<file path="src/rtl/swk_pkg.sv">
// Shared types, constants and CORDIC / divider step functions for the
// swerve wheel kinematics pipeline. Depends on nothing; all rtl files use it.
`default_nettype none

package swk_pkg;

  // Port and register widths.
  localparam int CMD_W      = 16;
  localparam int ANG_W      = 17;
  localparam int CFG_IDX_W  = 3;
  localparam int CFG_DATA_W = 16;
  localparam int DZ_W       = 15;
  localparam int RATIO_W    = 16;

  // Register indexes on the configuration channel.
  localparam logic [CFG_IDX_W-1:0] REG_DEADZONE = 3'd0;
  localparam logic [CFG_IDX_W-1:0] REG_LENGTH   = 3'd1;
  localparam logic [CFG_IDX_W-1:0] REG_WIDTH    = 3'd2;
  localparam logic [CFG_IDX_W-1:0] REG_SCALE    = 3'd3;

  // Register values after reset.
  localparam logic [DZ_W-1:0]    DEADZONE_RST = 15'd3277;
  localparam logic [RATIO_W-1:0] LENGTH_RST   = 16'd46341;
  localparam logic [RATIO_W-1:0] WIDTH_RST    = 16'd46341;
  localparam logic [RATIO_W-1:0] SCALE_RST    = 16'd49152;

  // CORDIC organization: four iterations per register stage.
  localparam int CORDIC_ITERS    = 16;
  localparam int ITERS_PER_STAGE = 4;
  localparam int CORDIC_STAGES   = CORDIC_ITERS / ITERS_PER_STAGE;

  // Internal datapath widths.
  localparam int ROT_W   = 24;  // rotation x/y with four guard bits
  localparam int VEC_W   = 26;  // vectoring x/y with four guard bits
  localparam int Z_W     = 25;  // angle accumulator, 1/256 centidegree
  localparam int WHEEL_W = 19;  // per-wheel strafe/forward parts
  localparam int MAG_W   = 17;  // unsigned wheel magnitude
  localparam int QUO_W   = 16;  // normalized speed

  // Divider organization: four restoring steps per register stage.
  localparam int DIV_STEPS           = 16;
  localparam int DIV_STEPS_PER_STAGE = 4;
  localparam int DIV_STAGES          = DIV_STEPS / DIV_STEPS_PER_STAGE;

  localparam logic signed [Z_W-1:0] ANG_180_FX = 25'sd4608000;
  localparam logic signed [15:0]    INV_GAIN   = 16'sd19898;

  // Arctangent of 2^-i in 1/256 centidegree.
  localparam logic signed [Z_W-1:0] ATAN_TAB [CORDIC_ITERS] = '{
    25'sd1152000, 25'sd680065, 25'sd359328, 25'sd182400,
    25'sd91554,   25'sd45822,  25'sd22916,  25'sd11459,
    25'sd5730,    25'sd2865,   25'sd1432,   25'sd716,
    25'sd358,     25'sd179,    25'sd90,     25'sd45
  };

  typedef struct packed {
    logic signed [ROT_W-1:0] cx;
    logic signed [ROT_W-1:0] cy;
    logic signed [Z_W-1:0]   z;
  } rot_vec_t;

  typedef struct packed {
    logic signed [VEC_W-1:0] x;
    logic signed [VEC_W-1:0] y;
    logic signed [Z_W-1:0]   z;
    logic                    zero;
  } vec_t;

  typedef struct packed {
    logic [MAG_W:0]   r;
    logic [MAG_W-1:0] d;
    logic [QUO_W-1:0] q;
  } div_t;

  // One rotation-mode CORDIC iteration, driving z toward zero.
  function automatic rot_vec_t rot_iter(input rot_vec_t v, input int i);
    rot_vec_t o;
    logic signed [ROT_W-1:0] dx;
    logic signed [ROT_W-1:0] dy;
    o  = v;
    dx = v.cy >>> i;
    dy = v.cx >>> i;
    if (v.z >= 0) begin
      o.cx = v.cx - dx;
      o.cy = v.cy + dy;
      o.z  = v.z - ATAN_TAB[i[3:0]];
    end else begin
      o.cx = v.cx + dx;
      o.cy = v.cy - dy;
      o.z  = v.z + ATAN_TAB[i[3:0]];
    end
    return o;
  endfunction

  // One vectoring-mode CORDIC iteration, driving y toward zero.
  function automatic vec_t vec_iter(input vec_t v, input int i);
    vec_t o;
    logic signed [VEC_W-1:0] dx;
    logic signed [VEC_W-1:0] dy;
    o  = v;
    dx = v.y >>> i;
    dy = v.x >>> i;
    if (v.y >= 0) begin
      o.x = v.x + dx;
      o.y = v.y - dy;
      o.z = v.z + ATAN_TAB[i[3:0]];
    end else begin
      o.x = v.x - dx;
      o.y = v.y + dy;
      o.z = v.z - ATAN_TAB[i[3:0]];
    end
    return o;
  endfunction

  // One restoring division step; the first step takes the integer bit.
  function automatic div_t div_step(input div_t v, input logic first);
    div_t o;
    logic [MAG_W:0] r;
    logic           qb;
    o  = v;
    r  = first ? v.r : {v.r[MAG_W-1:0], 1'b0};
    qb = (r >= {1'b0, v.d});
    if (qb) begin
      r = r - {1'b0, v.d};
    end
    o.r = r;
    o.q = {v.q[QUO_W-2:0], qb};
    return o;
  endfunction

endpackage

`default_nettype wire

</file>
<file path="src/rtl/swk_rot_cordic.sv">
// Pipelined rotation-mode CORDIC used for the field-oriented heading turn.
// Depends on swk_pkg for the vector type and the iteration function.
`default_nettype none

module swk_rot_cordic (
  input  wire logic             clk,
  input  wire swk_pkg::rot_vec_t din,
  output swk_pkg::rot_vec_t     dout
);

  swk_pkg::rot_vec_t stg [swk_pkg::CORDIC_STAGES];

  // Each stage applies four iterations and registers the result.
  for (genvar s = 0; s < swk_pkg::CORDIC_STAGES; s++) begin : g_stage
    swk_pkg::rot_vec_t cur;
    swk_pkg::rot_vec_t nxt;

    if (s == 0) begin : g_first
      assign cur = din;
    end else begin : g_next
      assign cur = stg[s-1];
    end

    always_comb begin
      nxt = cur;
      for (int k = 0; k < swk_pkg::ITERS_PER_STAGE; k++) begin
        nxt = swk_pkg::rot_iter(nxt, s * swk_pkg::ITERS_PER_STAGE + k);
      end
    end

    always_ff @(posedge clk) begin
      stg[s] <= nxt;
    end
  end

  assign dout = stg[swk_pkg::CORDIC_STAGES-1];

endmodule

`default_nettype wire

</file>
<file path="config.mk">
export PLATFORM = sky130hd
export DESIGN_NAME = swk_rot_cordic
export DESIGN_NICKNAME = d
export VERILOG_FILES = /design/src/rtl/swk_pkg.sv /design/src/rtl/swk_rot_cordic.sv
export SDC_FILE = /design/constraint.sdc
export NUM_CORES = 2
export LEC_CHECK = 0
export BUFFER_PORTS_ARGS = -buffer_cell sky130_fd_sc_hd__buf_2
export CORE_MARGIN = 1.5
export CORE_UTILIZATION = 45
export DETAILED_ROUTE_END_ITERATION = 16
export GPL_TIMING_DRIVEN = 0
export HOLD_SLACK_MARGIN = 0.08
export REMOVE_ABC_BUFFERS = 1
export SYNTH_ARGS = -nofsm -noshare
export SYNTH_HDL_FRONTEND = slang
export SYNTH_SLANG_ARGS = --single-unit
</file>
<file path="constraint.sdc">
create_clock -name clk -period 18.3 [get_ports clk]
set_clock_uncertainty 0.15 [all_clocks]
set_input_delay 0.915 -clock clk [delete_from_list [all_inputs] [get_ports clk]]
set_output_delay 0.915 -clock clk [all_outputs]
set_load 0.02 [all_outputs]
</file>
==> flow_summary.yaml <==
yosys:
  synth_cell_types: 127
  ys_seq_area_frac: 0.0872
  synth_compound_area_frac: 0.269
  syn_area_um2: 67000
  postSynth.asyncResetShare: 0
  yosys.area_share.simple: 0.183
  synth_seq_cells: 292
  synth_top_family_by_area: "compound AO/OA/AOI/OAI gates"
  yosys_most_used_dff: "dfxtp_1"
  yosys_warnings: 0
  synth_edf_count: 0
  muxShareOfSynthArea: 0.0127
  syn_area_per_cell_um2: 7.48
  synth_fa_ha_area_frac: 0.233
  synthCells: 8966
  synth_xor_area_frac: 0.176
floorplanning:
  core_area_um2: 148000
  initial_core_util: 0.453
  dieArea_um2: 151000
  io_pins: 147
  die_h_um: 389
  rows: 141
  dieWidth_um: 389
clock_tree:
  cts_sinks: 292
  htree_num_levels: 2
  ctsHoldBuffers: 0
  path_clk_slew_ns: 0.06
  cts_buffers: 40
  clock_latency_ns: 0.64
  root_buffer: "clkbuf_16"
  tritoncts: "done"
  cts_buffer_depth: 3
layout:
  layout_common_cells: "1,171 x ha_1, 923 x xnor2_1, 875 x a21oi_1"
  nNetsFinal: 10300
  antenna_cells: 0
  area_growth_syn_to_layout_pct: 6.22
  mostFrequentLayoutCell: "ha_1"
  drive_above_1_share: 0.0490
  n_fill_cell: 14800
  top_regs: "stg x292"
  regMostFlops: "stg"
  largest_reg_flops: 292
placed_design:
  place.gp.congestion: 0.918
  port-buffer-count: 146
  dpl.hpwl_um: 157000
  pre_cts_slack_ns: -0.530
routing:
  post_drt_wl_per_cell_um: 17.1
  drt_iter0_markers: 3788
  ant_nets: 0
  firstDrtPassIters: 8
  drc: 0
  via_per_inst: 5.77
  vias: 63500
  wirelength_um: 188000
global_route:
  grt_pass1_wl_um: 304000
  grt_usage: 0.238
  antenna_found_initial: 1
  grt_max_degree: 68
  grt_pass1_vias: 59900
  grt_overflow: 0
timing:
  rsz0062_at_grt: "no"
  max_freq_mhz: 58.9
  period_minus_slack_ns: 16.98
  period_share: 0.928
  fin_ws_ns: 1.32
  finalSetupViolCount: 0
  maxSlewViolCount: 0
  hold_viol: 0
  slew_headroom: 0.0503
  worst_pin_slew_ns: 1.42
setup_path:
  r2r-start: "stg[0][24]$_DFF_P_"
  path_common_cell: "o21ai_0"
  cp.required_ns: 18.66
  max_stage_delay_ns: 0.97
  reg2regPathDepth: 49
  startpoint_type: "primary input"
  regToRegEndpoint: "stg[1][47]$_DFF_P_"
  path_max_fanout: 67
  arrival_ns: 17.34
  r2r_slack_ns: 1.44
  slowest_stage: "a31o_2"
  criticalPathCategory: "in -> reg"
  crit_path_end_kind: "register"
flow_run:
  drv_cap: 0
worst_hold_path:
  min_from: "stg[2][0]$_DFF_P_"
  worstHoldPathCells: 0
  hp-class: "reg -> reg"
  min_to: "stg[3][0]$_DFF_P_"
outcome:
  outcome: "complete, no violations"
per-layer routing:
metal,vias to the layer above,global-route usage,part of all wire
met5,-,0,0
met4,0,0.0469,0.019
met3,164,0.0155,0.035
met2,1137,0.420,0.47
met1,29600,0.318,0.48
li1,32500,-,-
cells in the mapped netlist (15+ instances only):
| cell | count | area (um^2) |
|---|---|---|
| a2111oi_0 | 26 | 228 |
| a211o_1 | 22 | 193 |
| a211oi_1 | 72 | 541 |
| a21boi_0 | 73 | 548 |
| a21o_1 | 282 | 2120 |
| a21oi_1 | 876 | 4380 |
| a311oi_1 | 17 | 149 |
| a31o_2 | 36 | 315 |
| a31oi_1 | 96 | 601 |
| a41oi_1 | 22 | 193 |
| and2_1 | 53 | 332 |
| and3_1 | 74 | 463 |
| clkbuf_1 | 115 | 432 |
| dfxtp_1 | 292 | 5850 |
| fa_1 | 47 | 941 |
| ha_1 | 1171 | 14700 |
| inv_1 | 558 | 2090 |
| mux2i_1 | 66 | 661 |
| nand2_1 | 546 | 2050 |
| nand2b_1 | 130 | 813 |
| nand3_1 | 167 | 836 |
| nand3b_1 | 26 | 195 |
| nand4_1 | 50 | 313 |
| nor2_1 | 815 | 3060 |
| nor2b_1 | 162 | 1010 |
| nor3_1 | 200 | 1000 |
| nor3b_1 | 15 | 113 |
| nor4_1 | 48 | 300 |
| o2111ai_1 | 20 | 175 |
| o211ai_1 | 59 | 443 |
| o21a_1 | 159 | 1190 |
| o21ai_0 | 618 | 3090 |
| o21bai_1 | 119 | 893 |
| o31a_1 | 45 | 394 |
| o31ai_1 | 73 | 548 |
| o41ai_1 | 35 | 307 |
| or2_2 | 61 | 382 |
| or3_1 | 77 | 482 |
| or4_1 | 28 | 210 |
| xnor2_1 | 925 | 8100 |
| xor2_1 | 382 | 3350 |
cells by family (layout without fill, tap and decap cells):
logic type | Yosys count | in the layout
AO/OA/AOI/OAI | 2827 | 2827
flip-flops | 292 | 292
multiplexers | 82 | 82
buffers and inverters | 698 | 798
adder cells (fa/ha/maj) | 1218 | 1218
XOR/XNOR | 1324 | 1324
AND/OR/NAND/NOR | 2525 | 2525
how the worst max path moves through the flow:
stage / start / end
after CTS: din[24] / stg[0][71]$_DFF_P_
after detailed placement: stg[0][24]$_DFF_P_ / stg[1][48]$_DFF_P_
final: din[24] / stg[0][71]$_DFF_P_
after floorplan: stg[2][24]$_DFF_P_ / stg[3][48]$_DFF_P_
after global placement: stg[2][24]$_DFF_P_ / stg[3][48]$_DFF_P_
after global routing: stg[0][24]$_DFF_P_ / stg[1][48]$_DFF_P_
worst max-delay path: cells and delay by family:
kind / cells / cell delay (ns)
compound gates: 34 / 9.26
buf+inv: 7 / 3.23
fa+ha+maj: 4 / 1.76
simple gates: 9 / 1.65
xor+xnor: 2 / 0.36
through the flow:
stage          area, um^2  cells  setup TNS (ns)  hold WS (ns)   util
2_1_floorplan       66500   8831               0         0.240      -
3_3_place_gp        69600  10900         -514.98         0.344  0.471
3_5_place_dp        69800  10900           -2.56         0.347  0.472
4_1_cts             71100  11000               0         0.356  0.481
5_1_grt             71200  11000               0         0.388  0.482
6_report            71200  11000               0         0.352  0.482
timing repair:
item / CTS / global route
buffers inserted: 0 / 3
resized for setup: 3 / 7
cloned: 0 / 4
endpoints found under the setup margin: 14 / 38
area by class of cell:
cell class | instances | area, um^2 | share of cell area
well taps | 1930 | 2410 | 0.0339
inverters | 563 | 2140 | 0.0300
clock buffers | 46 | 1050 | 0.0148
clock inverters | 28 | 251 | 0.00353
repair buffers | 157 | 880 | 0.0124
flip-flops and latches | 292 | 5850 | 0.0822
multi-input cells | 7976 | 58600 | 0.823
repair inverters | 4 | 20.0 | 0.000281
Power is not shown: default switching activity piles up to over one toggle a cycle in this logic, so the estimate is an artifact.
