[src/rtl/swk_pkg.sv]
// Shared types, constants and CORDIC / divider step functions for the
// swerve wheel kinematics pipeline. Depends on nothing; all rtl files use it.
`default_nettype none

package swk_pkg;

  // Port and register widths.
  localparam int CMD_W      = 16;
  localparam int ANG_W      = 17;
  localparam int CFG_IDX_W  = 3;
  localparam int CFG_DATA_W = 16;
  localparam int DZ_W       = 15;
  localparam int RATIO_W    = 16;

  // Register indexes on the configuration channel.
  localparam logic [CFG_IDX_W-1:0] REG_DEADZONE = 3'd0;
  localparam logic [CFG_IDX_W-1:0] REG_LENGTH   = 3'd1;
  localparam logic [CFG_IDX_W-1:0] REG_WIDTH    = 3'd2;
  localparam logic [CFG_IDX_W-1:0] REG_SCALE    = 3'd3;

  // Register values after reset.
  localparam logic [DZ_W-1:0]    DEADZONE_RST = 15'd3277;
  localparam logic [RATIO_W-1:0] LENGTH_RST   = 16'd46341;
  localparam logic [RATIO_W-1:0] WIDTH_RST    = 16'd46341;
  localparam logic [RATIO_W-1:0] SCALE_RST    = 16'd49152;

  // CORDIC organization: four iterations per register stage.
  localparam int CORDIC_ITERS    = 16;
  localparam int ITERS_PER_STAGE = 4;
  localparam int CORDIC_STAGES   = CORDIC_ITERS / ITERS_PER_STAGE;

  // Internal datapath widths.
  localparam int ROT_W   = 24;  // rotation x/y with four guard bits
  localparam int VEC_W   = 26;  // vectoring x/y with four guard bits
  localparam int Z_W     = 25;  // angle accumulator, 1/256 centidegree
  localparam int WHEEL_W = 19;  // per-wheel strafe/forward parts
  localparam int MAG_W   = 17;  // unsigned wheel magnitude
  localparam int QUO_W   = 16;  // normalized speed

  // Divider organization: four restoring steps per register stage.
  localparam int DIV_STEPS           = 16;
  localparam int DIV_STEPS_PER_STAGE = 4;
  localparam int DIV_STAGES          = DIV_STEPS / DIV_STEPS_PER_STAGE;

  localparam logic signed [Z_W-1:0] ANG_180_FX = 25'sd4608000;
  localparam logic signed [15:0]    INV_GAIN   = 16'sd19898;

  // Arctangent of 2^-i in 1/256 centidegree.
  localparam logic signed [Z_W-1:0] ATAN_TAB [CORDIC_ITERS] = '{
    25'sd1152000, 25'sd680065, 25'sd359328, 25'sd182400,
    25'sd91554,   25'sd45822,  25'sd22916,  25'sd11459,
    25'sd5730,    25'sd2865,   25'sd1432,   25'sd716,
    25'sd358,     25'sd179,    25'sd90,     25'sd45
  };

  typedef struct packed {
    logic signed [ROT_W-1:0] cx;
    logic signed [ROT_W-1:0] cy;
    logic signed [Z_W-1:0]   z;
  } rot_vec_t;

  typedef struct packed {
    logic signed [VEC_W-1:0] x;
    logic signed [VEC_W-1:0] y;
    logic signed [Z_W-1:0]   z;
    logic                    zero;
  } vec_t;

  typedef struct packed {
    logic [MAG_W:0]   r;
    logic [MAG_W-1:0] d;
    logic [QUO_W-1:0] q;
  } div_t;

  // One rotation-mode CORDIC iteration, driving z toward zero.
  function automatic rot_vec_t rot_iter(input rot_vec_t v, input int i);
    rot_vec_t o;
    logic signed [ROT_W-1:0] dx;
    logic signed [ROT_W-1:0] dy;
    o  = v;
    dx = v.cy >>> i;
    dy = v.cx >>> i;
    if (v.z >= 0) begin
      o.cx = v.cx - dx;
      o.cy = v.cy + dy;
      o.z  = v.z - ATAN_TAB[i[3:0]];
    end else begin
      o.cx = v.cx + dx;
      o.cy = v.cy - dy;
      o.z  = v.z + ATAN_TAB[i[3:0]];
    end
    return o;
  endfunction

  // One vectoring-mode CORDIC iteration, driving y toward zero.
  function automatic vec_t vec_iter(input vec_t v, input int i);
    vec_t o;
    logic signed [VEC_W-1:0] dx;
    logic signed [VEC_W-1:0] dy;
    o  = v;
    dx = v.y >>> i;
    dy = v.x >>> i;
    if (v.y >= 0) begin
      o.x = v.x + dx;
      o.y = v.y - dy;
      o.z = v.z + ATAN_TAB[i[3:0]];
    end else begin
      o.x = v.x - dx;
      o.y = v.y + dy;
      o.z = v.z - ATAN_TAB[i[3:0]];
    end
    return o;
  endfunction

  // One restoring division step; the first step takes the integer bit.
  function automatic div_t div_step(input div_t v, input logic first);
    div_t o;
    logic [MAG_W:0] r;
    logic           qb;
    o  = v;
    r  = first ? v.r : {v.r[MAG_W-1:0], 1'b0};
    qb = (r >= {1'b0, v.d});
    if (qb) begin
      r = r - {1'b0, v.d};
    end
    o.r = r;
    o.q = {v.q[QUO_W-2:0], qb};
    return o;
  endfunction

endpackage

`default_nettype wire

[src/rtl/swk_div.sv]
// Pipelined restoring divider forming floor(num * 32768 / den) for num <= den.
// Depends on swk_pkg for the divider type and step function.
`default_nettype none

module swk_div (
  input  wire logic                       clk,
  input  wire logic [swk_pkg::MAG_W-1:0]  num,
  input  wire logic [swk_pkg::MAG_W-1:0]  den,
  output wire logic [swk_pkg::QUO_W-1:0]  quo
);

  swk_pkg::div_t stg [swk_pkg::DIV_STAGES];
  swk_pkg::div_t din;

  assign din.r = {1'b0, num};
  assign din.d = den;
  assign din.q = '0;

  // Each stage resolves four quotient bits, most significant first.
  for (genvar s = 0; s < swk_pkg::DIV_STAGES; s++) begin : g_stage
    swk_pkg::div_t cur;
    swk_pkg::div_t nxt;

    if (s == 0) begin : g_first
      assign cur = din;
    end else begin : g_next
      assign cur = stg[s-1];
    end

    always_comb begin
      nxt = cur;
      for (int k = 0; k < swk_pkg::DIV_STEPS_PER_STAGE; k++) begin
        nxt = swk_pkg::div_step(nxt, (s == 0) && (k == 0));
      end
    end

    always_ff @(posedge clk) begin
      stg[s] <= nxt;
    end
  end

  assign quo = stg[swk_pkg::DIV_STAGES-1].q;

endmodule

`default_nettype wire

[config.mk]
export PLATFORM = sky130hd
export DESIGN_NAME = swk_div
export DESIGN_NICKNAME = d
export VERILOG_FILES = /design/src/rtl/swk_pkg.sv /design/src/rtl/swk_div.sv
export SDC_FILE = /design/constraint.sdc
export NUM_CORES = 1
export LEC_CHECK = 0
export ABC_CLOCK_PERIOD_IN_PS = 11400
export BUFFER_PORTS_ARGS = -buffer_cell sky130_fd_sc_hd__buf_2
export CAP_MARGIN = 40
export CELL_PAD_IN_SITES_DETAIL_PLACEMENT = 0
export CELL_PAD_IN_SITES_GLOBAL_PLACEMENT = 1
export CORE_UTILIZATION = 25
export DETAILED_ROUTE_END_ITERATION = 8
export PLACE_DENSITY_LB_ADDON = 0.1
export SKIP_LAST_GASP = 1
export SLEW_MARGIN = 20
export SYNTH_ARGS = -nofsm -noshare
export SYNTH_HDL_FRONTEND = slang
export SYNTH_SLANG_ARGS = --single-unit
[constraint.sdc]
create_clock -name clk -period 11.4 [get_ports clk]
set_clock_uncertainty 0.15 [all_clocks]
set_input_delay 0.57 -clock clk [delete_from_list [all_inputs] [get_ports clk]]
set_output_delay 0.57 -clock clk [all_outputs]
set_load 0.01 [all_outputs]
==> impl_metrics.env, run 1 <==
export IMPL_grt_max_degree=24
export IMPL_fin_crit_sh=0.936
export IMPL_fmaxAchievable_mhz=93.7
export IMPL_regToRegStartpoint="stg[0][27]"
export IMPL_ys_flop_type="dfxtp_1"
export IMPL_max_stage_delay_ps=530
export IMPL_synth_net_count=2523
export IMPL_worst_skew_pair_late_latency_ps=480
export IMPL_cp_max_fo=18
export IMPL_wl_mm=62.6
export IMPL_synth_edff_count=0
export IMPL_wire_per_inst_um=19.2
export IMPL_cts_root_buf="clkbuf_16"
export IMPL_worstReg2RegEnd="stg[1][47]"
export IMPL_cts_made_buffers=17
export IMPL_r2r_cells=39
export IMPL_vias=16300
export IMPL_antenna_found_initial=0
export IMPL_setup_viol=0
export IMPL_required_ps=11600
export IMPL_finalHoldViolCount=0
export IMPL_worst_pin_slew_ps=778
export IMPL_globalplace_congestion=0.811
export IMPL_cts_tree="built"
export IMPL_dieArea_mm2=0.0719
export IMPL_rows=97
export IMPL_initial_utilization=0.253
export IMPL_globalRoute_totalOverflow=0
export IMPL_post_route_util=0.285
export IMPL_crit_type="input port to register"
export IMPL_cap_violations=0
export IMPL_slew_headroom=0.475
export IMPL_grt_pass1_wl_mm=95.8
export IMPL_yosys_warnings=0
export IMPL_endpoint_kind="register"
export IMPL_first_iter_violations=912
export IMPL_ys_ff_latch=142
export IMPL_largest_register_ffs=142
export IMPL_synth_area_mm2=0.0177
export IMPL_mostFrequentLayoutCell="ha_1"
export IMPL_fin_crit_ps=10670
export IMPL_ctsLongestPathBuffers=2
export IMPL_synthArstFlopShare=0
export IMPL_layout_drive_gt1_share=0.135
export IMPL_startpoint="den[11]"
export IMPL_grt_pass1_vias=16100
export IMPL_clkTransAtPathRegs_ps=70
export IMPL_cp_slowest_cell="o31ai_1"
export IMPL_h_tree_depth=4
export IMPL_hold_buffers=0
export IMPL_avgViaCountPerCell=5.00
export IMPL_yosysSeqAreaShare=0.161
export IMPL_most_common_layout_cells="ha_1, a21oi_1, nor2_1"
export IMPL_cp_arrival_ps=10880
export IMPL_r2r_slack_ps=760
export IMPL_syn_to_final_growth_pct=12.9
export IMPL_antenna_left=0
export IMPL_setup_tns_ps=0
export IMPL_clkSinkCount=142
export IMPL_critPathLaunchType="input port"
export IMPL_regMostFlops="stg"
export IMPL_synth_cells=2223
export IMPL_dpl_hpwl_mm=52.4
export IMPL_ios=51
export IMPL_die_h_um=268
export IMPL_rsz0062_at_grt="false"
export IMPL_synth_cell_types=103
export IMPL_top_regs="stg x142"
export IMPL_track_usage=0.176
export IMPL_synth_avg_cell_area_um2=7.96
export IMPL_core_area_mm2=0.0700
export IMPL_firstDrtPassIters=5
export IMPL_hp_class="input port to register"
export IMPL_endpoint="stg[0][41]"
export IMPL_die_w_um=268
export IMPL_drc=0
export IMPL_io_buffers=50
export IMPL_nets=2611
export IMPL_slew_violations=0
export IMPL_status="complete, no violations"
routing by layer:
layer | track usage | vias to the layer above | wire length (µm)
li1 | - | 8358 | -
met1 | 0.240 | 7683 | 31000
met2 | 0.293 | 269 | 29000
met3 | 0.0256 | 38 | 1880
met4 | 0.0349 | 0 | 704
met5 | 0 | - | 0
critical path, delay by kind of cell:
family	cells	cell delay, ps
adder cells (fa/ha/maj)	4	1410
buffers and inverters	7	1230
multiplexers	3	960
AO/OA/AOI/OAI	21	5000
AND/OR/NAND/NOR	8	1670
cells by family (layout without fill, tap and decap cells):
logic type,Yosys count,after routing,synth area share
buffers and inverters,197,298,0.0457
AOI/OAI and AO/OA,701,701,0.266
DFF,142,142,0.161
adders and majority gates,265,265,0.189
and+or+nand+nor,617,617,0.172
other,0,3,0
muxes,116,116,0.0744
xor gates and xnor gates,185,185,0.0915
synth_stat cells (30+ instances only):
library cell  instances  area (µm²)
o21bai_1             30         225
nand2_1             134         503
nor2b_1              32         200
a21oi_1             198         991
o21ai_0             128         641
nor2_1              179         672
nand3_1              42         210
mux2_2               87         980
nor3_1               45         225
a21o_1               70         526
xnor2_1             125        1090
xor2_1               60         526
ha_1                260        3250
dfxtp_1             142        2840
nand2b_1             40         250
o21a_1               41         308
inv_1               148         556
worst min-delay path by stage:
stage / start / end / slack [ps] / depth (start not counted)
after CTS: den[8] / stg[0][24] / 20 / 1
after detailed placement: stg[1][7] / stg[2][11] / 160 / 0
final: den[8] / stg[0][24] / 70 / 1
after global routing: den[8] / stg[0][24] / 30 / 1
after floorplan: stg[0][0] / stg[1][4] / 160 / 0
after global placement: stg[2][1] / stg[3][5] / 160 / 0
stage by stage:
stage               worst slack, ps  cells  hold WS [ps]  instance area [µm²]
global route                   31.8   3264          29.6                20000
CTS                             479   3264          15.1                19900
global placement                347   3232           160                19400
detailed placement             88.1   3232           162                19400
finish                          728   3267          66.4                20000
floorplan                      1480   2223           160                17700
what timing repair did:
item / CTS / global route
endpoints found under the hold margin: 0 / 0
endpoints found under the setup margin: 0 / 38
resized for setup: 0 / 10
buffers inserted: 0 / 0
area by class of cell:
type,count,area [µm²]
diodes,3,7.51
clock inverters,14,108
clock buffers,18,429
fillers,7628,50000
multi-input cells,1884,14100
inverters,158,601
well taps,940,1180
repair buffers,108,723
flip-flops and latches,142,2840
Power of run 1 is not shown: default switching activity piles up to over one toggle a cycle in this logic, so the estimate is an artifact.
==> run 2: changes to the inputs <==
Settings changed: CORE_ASPECT_RATIO from default to 1.25.
==> run 2 against run 1 <==
Count of clock-buffer cells in the layout unchanged. Maximum frequency fell by 0.41%. Worst hold slack worse by 17 ps. Final area grew 0.83%. Critical path depth decreased by 2. Register-to-register slack got worse by 80 ps. Cell count about the same. Core utilization rose by 0.36 points.
==> impl_metrics.env, run 2 (synthesis gave the netlist of run 1 again) <==
export IMPL_status="complete, no violations"
export IMPL_h_tree_depth=4
export IMPL_cp_slowest_cell="ha_1"
export IMPL_crit_top_cell="ha_1"
export IMPL_ctsLongestPathBuffers=2
export IMPL_setup_viol=0
export IMPL_globalplace_congestion=0.857
export IMPL_track_usage=0.187
export IMPL_grt_pass1_wl_mm=101
export IMPL_place_inst=3228
export IMPL_ios=51
export IMPL_core_area_mm2=0.0697
export IMPL_nets=2617
export IMPL_grt_pass1_vias=17000
export IMPL_fin_crit_ps=10720
export IMPL_regMostFlops="stg"
export IMPL_worst_pin_slew_ps=695
export IMPL_cts_made_buffers=17
export IMPL_finalHoldViolCount=0
export IMPL_largest_register_ffs=142
export IMPL_critPathLaunchType="register"
export IMPL_max_stage_delay_ps=440
export IMPL_mostFrequentLayoutCell="ha_1"
export IMPL_hold_buffers=0
export IMPL_cts_root_buf="clkbuf_16"
export IMPL_antenna_found_initial=4
export IMPL_dieArea_mm2=0.0719
export IMPL_post_route_worst_setup_slack_ps=683
export IMPL_post_dp_cell_area_mm2=0.0194
export IMPL_slew_headroom=0.531
export IMPL_required_ps=11600
export IMPL_top_regs="stg x142"
export IMPL_fin_crit_sh=0.940
export IMPL_avgViaCountPerCell=5.06
export IMPL_antenna_left=0
export IMPL_crit_type="register to register"
export IMPL_cap_violations=0
export IMPL_globalRoute_totalOverflow=0
export IMPL_worst_skew_pair_late_latency_ps=480
export IMPL_dpl_hpwl_mm=55.9
export IMPL_clkTransAtPathRegs_ps=80
export IMPL_clkSinkCount=142
export IMPL_diodes=0
export IMPL_cp_max_fo=12
export IMPL_io_buffers=50
export IMPL_die_w_um=240
export IMPL_wire_per_inst_um=20.3
export IMPL_firstDrtPassIters=5
export IMPL_wl_mm=66.1
export IMPL_grt_max_degree=22
export IMPL_initial_utilization=0.254
export IMPL_hp_class="input port to register"
export IMPL_place_ws_ps=-615
export IMPL_most_common_layout_cells="ha_1, a21oi_1, nor2_1"
export IMPL_vias=16500
export IMPL_final_area_mm2=0.0201
export IMPL_layoutNonFillerInstCount=3265
export IMPL_slew_violations=0
export IMPL_cts_tree="built"
export IMPL_endpoint_kind="register"
export IMPL_fmaxAchievable_mhz=93.3
export IMPL_die_h_um=300
export IMPL_first_iter_violations=890
export IMPL_rows=108
export IMPL_syn_to_final_growth_pct=13.8
export IMPL_layout_drive_gt1_share=0.141
export IMPL_cp_arrival_ps=10910
export IMPL_holdWs_ps=49.4
export IMPL_drc=0
run 2: worst max-delay path, delay by kind of cell (launching register included):
kind                     cells  cell delay [ps]
adder cells (fa/ha/maj)      4             1420
AND/OR/NAND/NOR              7             1580
buffers and inverters        6             1080
flip-flops                   1              380
AO/OA/AOI/OAI               21             5060
multiplexers                 3              930
run 2: repair_timing:
item,CTS,global route
setup endpoints to repair,18,34
pin swaps,2,1
endpoints found under the hold margin,0,0
buffers inserted,4,1
gates resized for setup,5,21
run 2: path summary, 6_finish.rpt:
kind                                 start          to  cells past startpoint  slack [ps]
worst max-delay path            stg[1][25]  stg[2][46]                     41         680
worst min-delay path               den[11]  stg[0][27]                      1          50
worst max register to register  stg[1][25]  stg[2][46]                     41         680
worst min register to register   stg[2][1]   stg[3][5]                      0         180
run 2: cell type report:
class | count | area [µm²]
Fill cell | 7619 | 49600
Multi-Input combinational cell | 1884 | 14200
Sequential cell | 142 | 2840
Tap cell | 935 | 1170
Timing Repair Buffer | 114 | 756
Inverter | 158 | 604
Clock buffer | 18 | 429
Clock inverter | 14 | 175
run 2: through the flow:
stage	util	setup TNS, ps
detailed placement	0.278	-9350
floorplan	-	0
finish	0.289	0
global placement	0.278	-11160
global route	0.289	-5.24
CTS	0.288	0
run 2: metal layers:
layer	GRT usage	vias up	wire [µm]
met5	0	-	20
met4	0.0576	2	1510
met3	0.0170	67	1130
met2	0.346	218	34200
met1	0.223	7864	29300
li1	-	8371	-
Power of run 2 is left out for the same reason.
==> run 3: changes to the inputs <==
Settings changed: CORE_MARGIN from default to 1.5.
==> run 3 against run 2 <==
Flip-flop and latch count unchanged. Core utilization about the same. Worst setup slack worse by 45 ps. First-iteration DRC count down 9.7%. Maximum frequency down 0.42%. Final area down 0.12%. Critical path type unchanged. Critical path depth down 3. Global-route usage down 0.49 points. Sequential share of layout area about the same. Register-to-register slack worse by 50 ps. Count of clock-buffer cells in the layout unchanged.
==> impl_metrics.env, run 3 (synthesis gave the netlist of run 1 again) <==
export IMPL_rsz0062_at_grt="false"
export IMPL_top_regs="stg x142"
export IMPL_hp_class="input port to register"
export IMPL_syn_to_final_growth_pct=13.7
export IMPL_antenna_left=0
export IMPL_die_w_um=241
export IMPL_track_usage=0.182
export IMPL_worst_pin_slew_ps=830
export IMPL_r2r_cells=38
export IMPL_wl_mm=65.6
export IMPL_rows=108
export IMPL_globalRoute_totalOverflow=0
export IMPL_h_tree_depth=4
export IMPL_startpoint="stg[0][17]"
export IMPL_cp_arrival_ps=10970
export IMPL_post_route_util=0.289
export IMPL_slew_headroom=0.441
export IMPL_grt_max_degree=24
export IMPL_dpl_hpwl_mm=54.7
export IMPL_cap_violations=0
export IMPL_required_ps=11610
export IMPL_die_h_um=301
export IMPL_min_path_cells=1
export IMPL_cp_max_fo=17
export IMPL_layoutNonFillerInstCount=3271
export IMPL_fill_cells=7641
export IMPL_nets=2621
export IMPL_cp_slowest_cell="dfxtp_1"
export IMPL_first_iter_violations=804
export IMPL_globalplace_congestion=0.843
export IMPL_max_stage_delay_ps=530
export IMPL_setup_viol=0
export IMPL_regMostFlops="stg"
export IMPL_antenna_found_initial=3
export IMPL_firstDrtPassIters=5
export IMPL_most_common_layout_cells="ha_1, a21oi_1, nor2_1"
export IMPL_ctsLongestPathBuffers=2
export IMPL_post_route_worst_setup_slack_ps=638
export IMPL_slew_violations=0
export IMPL_layout_drive_gt1_share=0.141
export IMPL_ios=51
export IMPL_cts_root_buf="clkbuf_16"
export IMPL_hold_buffers=0
export IMPL_fin_crit_ps=10760
export IMPL_min_from="den[5]"
export IMPL_regToRegStartpoint="stg[0][17]"
export IMPL_grt_pass1_vias=16700
export IMPL_io_buffers=50
export IMPL_clkSinkCount=142
export IMPL_largest_register_ffs=142
export IMPL_finalHoldViolCount=0
export IMPL_place_inst=3229
export IMPL_crit_type="register to register"
export IMPL_vias=16500
export IMPL_cts_tree="built"
export IMPL_fin_crit_sh=0.944
export IMPL_clkTransAtPathRegs_ps=80
export IMPL_drc=0
export IMPL_critPathLaunchType="register"
export IMPL_wire_per_inst_um=20.0
export IMPL_core_area_mm2=0.0697
export IMPL_avgViaCountPerCell=5.06
export IMPL_fmaxAchievable_mhz=92.9
export IMPL_cts_made_buffers=17
export IMPL_grt_pass1_wl_mm=98.9
export IMPL_status="complete, no violations"
export IMPL_dieArea_mm2=0.0724
export IMPL_worst_skew_pair_late_latency_ps=490
export IMPL_setup_tns_ps=0
export IMPL_endpoint_kind="register"
export IMPL_mostFrequentLayoutCell="ha_1"
export IMPL_initial_utilization=0.254
export IMPL_place_ws_ps=-181
[run 3: cell count changes in the layout (fill, tap and decap cells not counted), sizes merged]
| cell | change |
|---|---|
| inv | +3 |
| diode | +2 |
| a31oi | +1 |
| buf | +1 |
| bufinv | -1 |
| clkbuf | +1 |
| clkinvlp | -1 |
[run 3: area by class of cell]
| type | instances | area [µm²] | share of cell area |
|---|---|---|---|
| multi-input combinational | 1885 | 14200 | 0.703 |
| sequential | 142 | 2840 | 0.141 |
| tap | 935 | 1170 | 0.0581 |
| timing repair buffer | 116 | 743 | 0.0369 |
| inverter | 158 | 604 | 0.0300 |
| clock buffer | 18 | 429 | 0.0213 |
| clock inverter | 14 | 169 | 0.00839 |
| timing repair inverter | 1 | 7.51 | 0.000373 |
| antenna | 2 | 5.00 | 0.000249 |
[run 3: metrics by stage]
| step | hold slack, ps | instance area (µm²) |
|---|---|---|
| after global routing | 30.8 | 20100 |
| after detailed placement | 162 | 19400 |
| after CTS | 12.7 | 20000 |
| final | 51.0 | 20100 |
| after floorplan | 160 | 17700 |
| after global placement | 165 | 19400 |
[run 3: worst paths after layout]
kind	end	slack, ps
setup / recovery	stg[1][47]	640
hold / removal	stg[0][21]	50
setup reg to reg	stg[1][47]	640
hold reg to reg	stg[3][12]	180
[run 3: worst max-delay path, delay by kind of cell, from the launching register on]
kind	cells	cell delay, ps
adder cells (fa/ha/maj)	4	1460
flip-flops	1	530
multiplexers	5	1920
AND/OR/NAND/NOR	4	880
AO/OA/AOI/OAI	22	4960
buffers and inverters	3	740
[run 3: per-layer routing]
metal,vias to the layer above,wire length [µm],global-route usage,share of wire
met3,85,1840,0.0205,0.028
met4,0,2320,0.0725,0.035
met5,-,0,0,0
met2,257,33200,0.328,0.51
li1,8367,-,-,-
met1,7836,28200,0.217,0.43
[run 3: repair_timing]
action	in CTS	in global routing
pin swaps	0	2
buffers inserted	0	5
setup endpoints to repair	17	48
resized for setup	1	22
gates cloned	0	2
Power of run 3 is left out for the same reason.
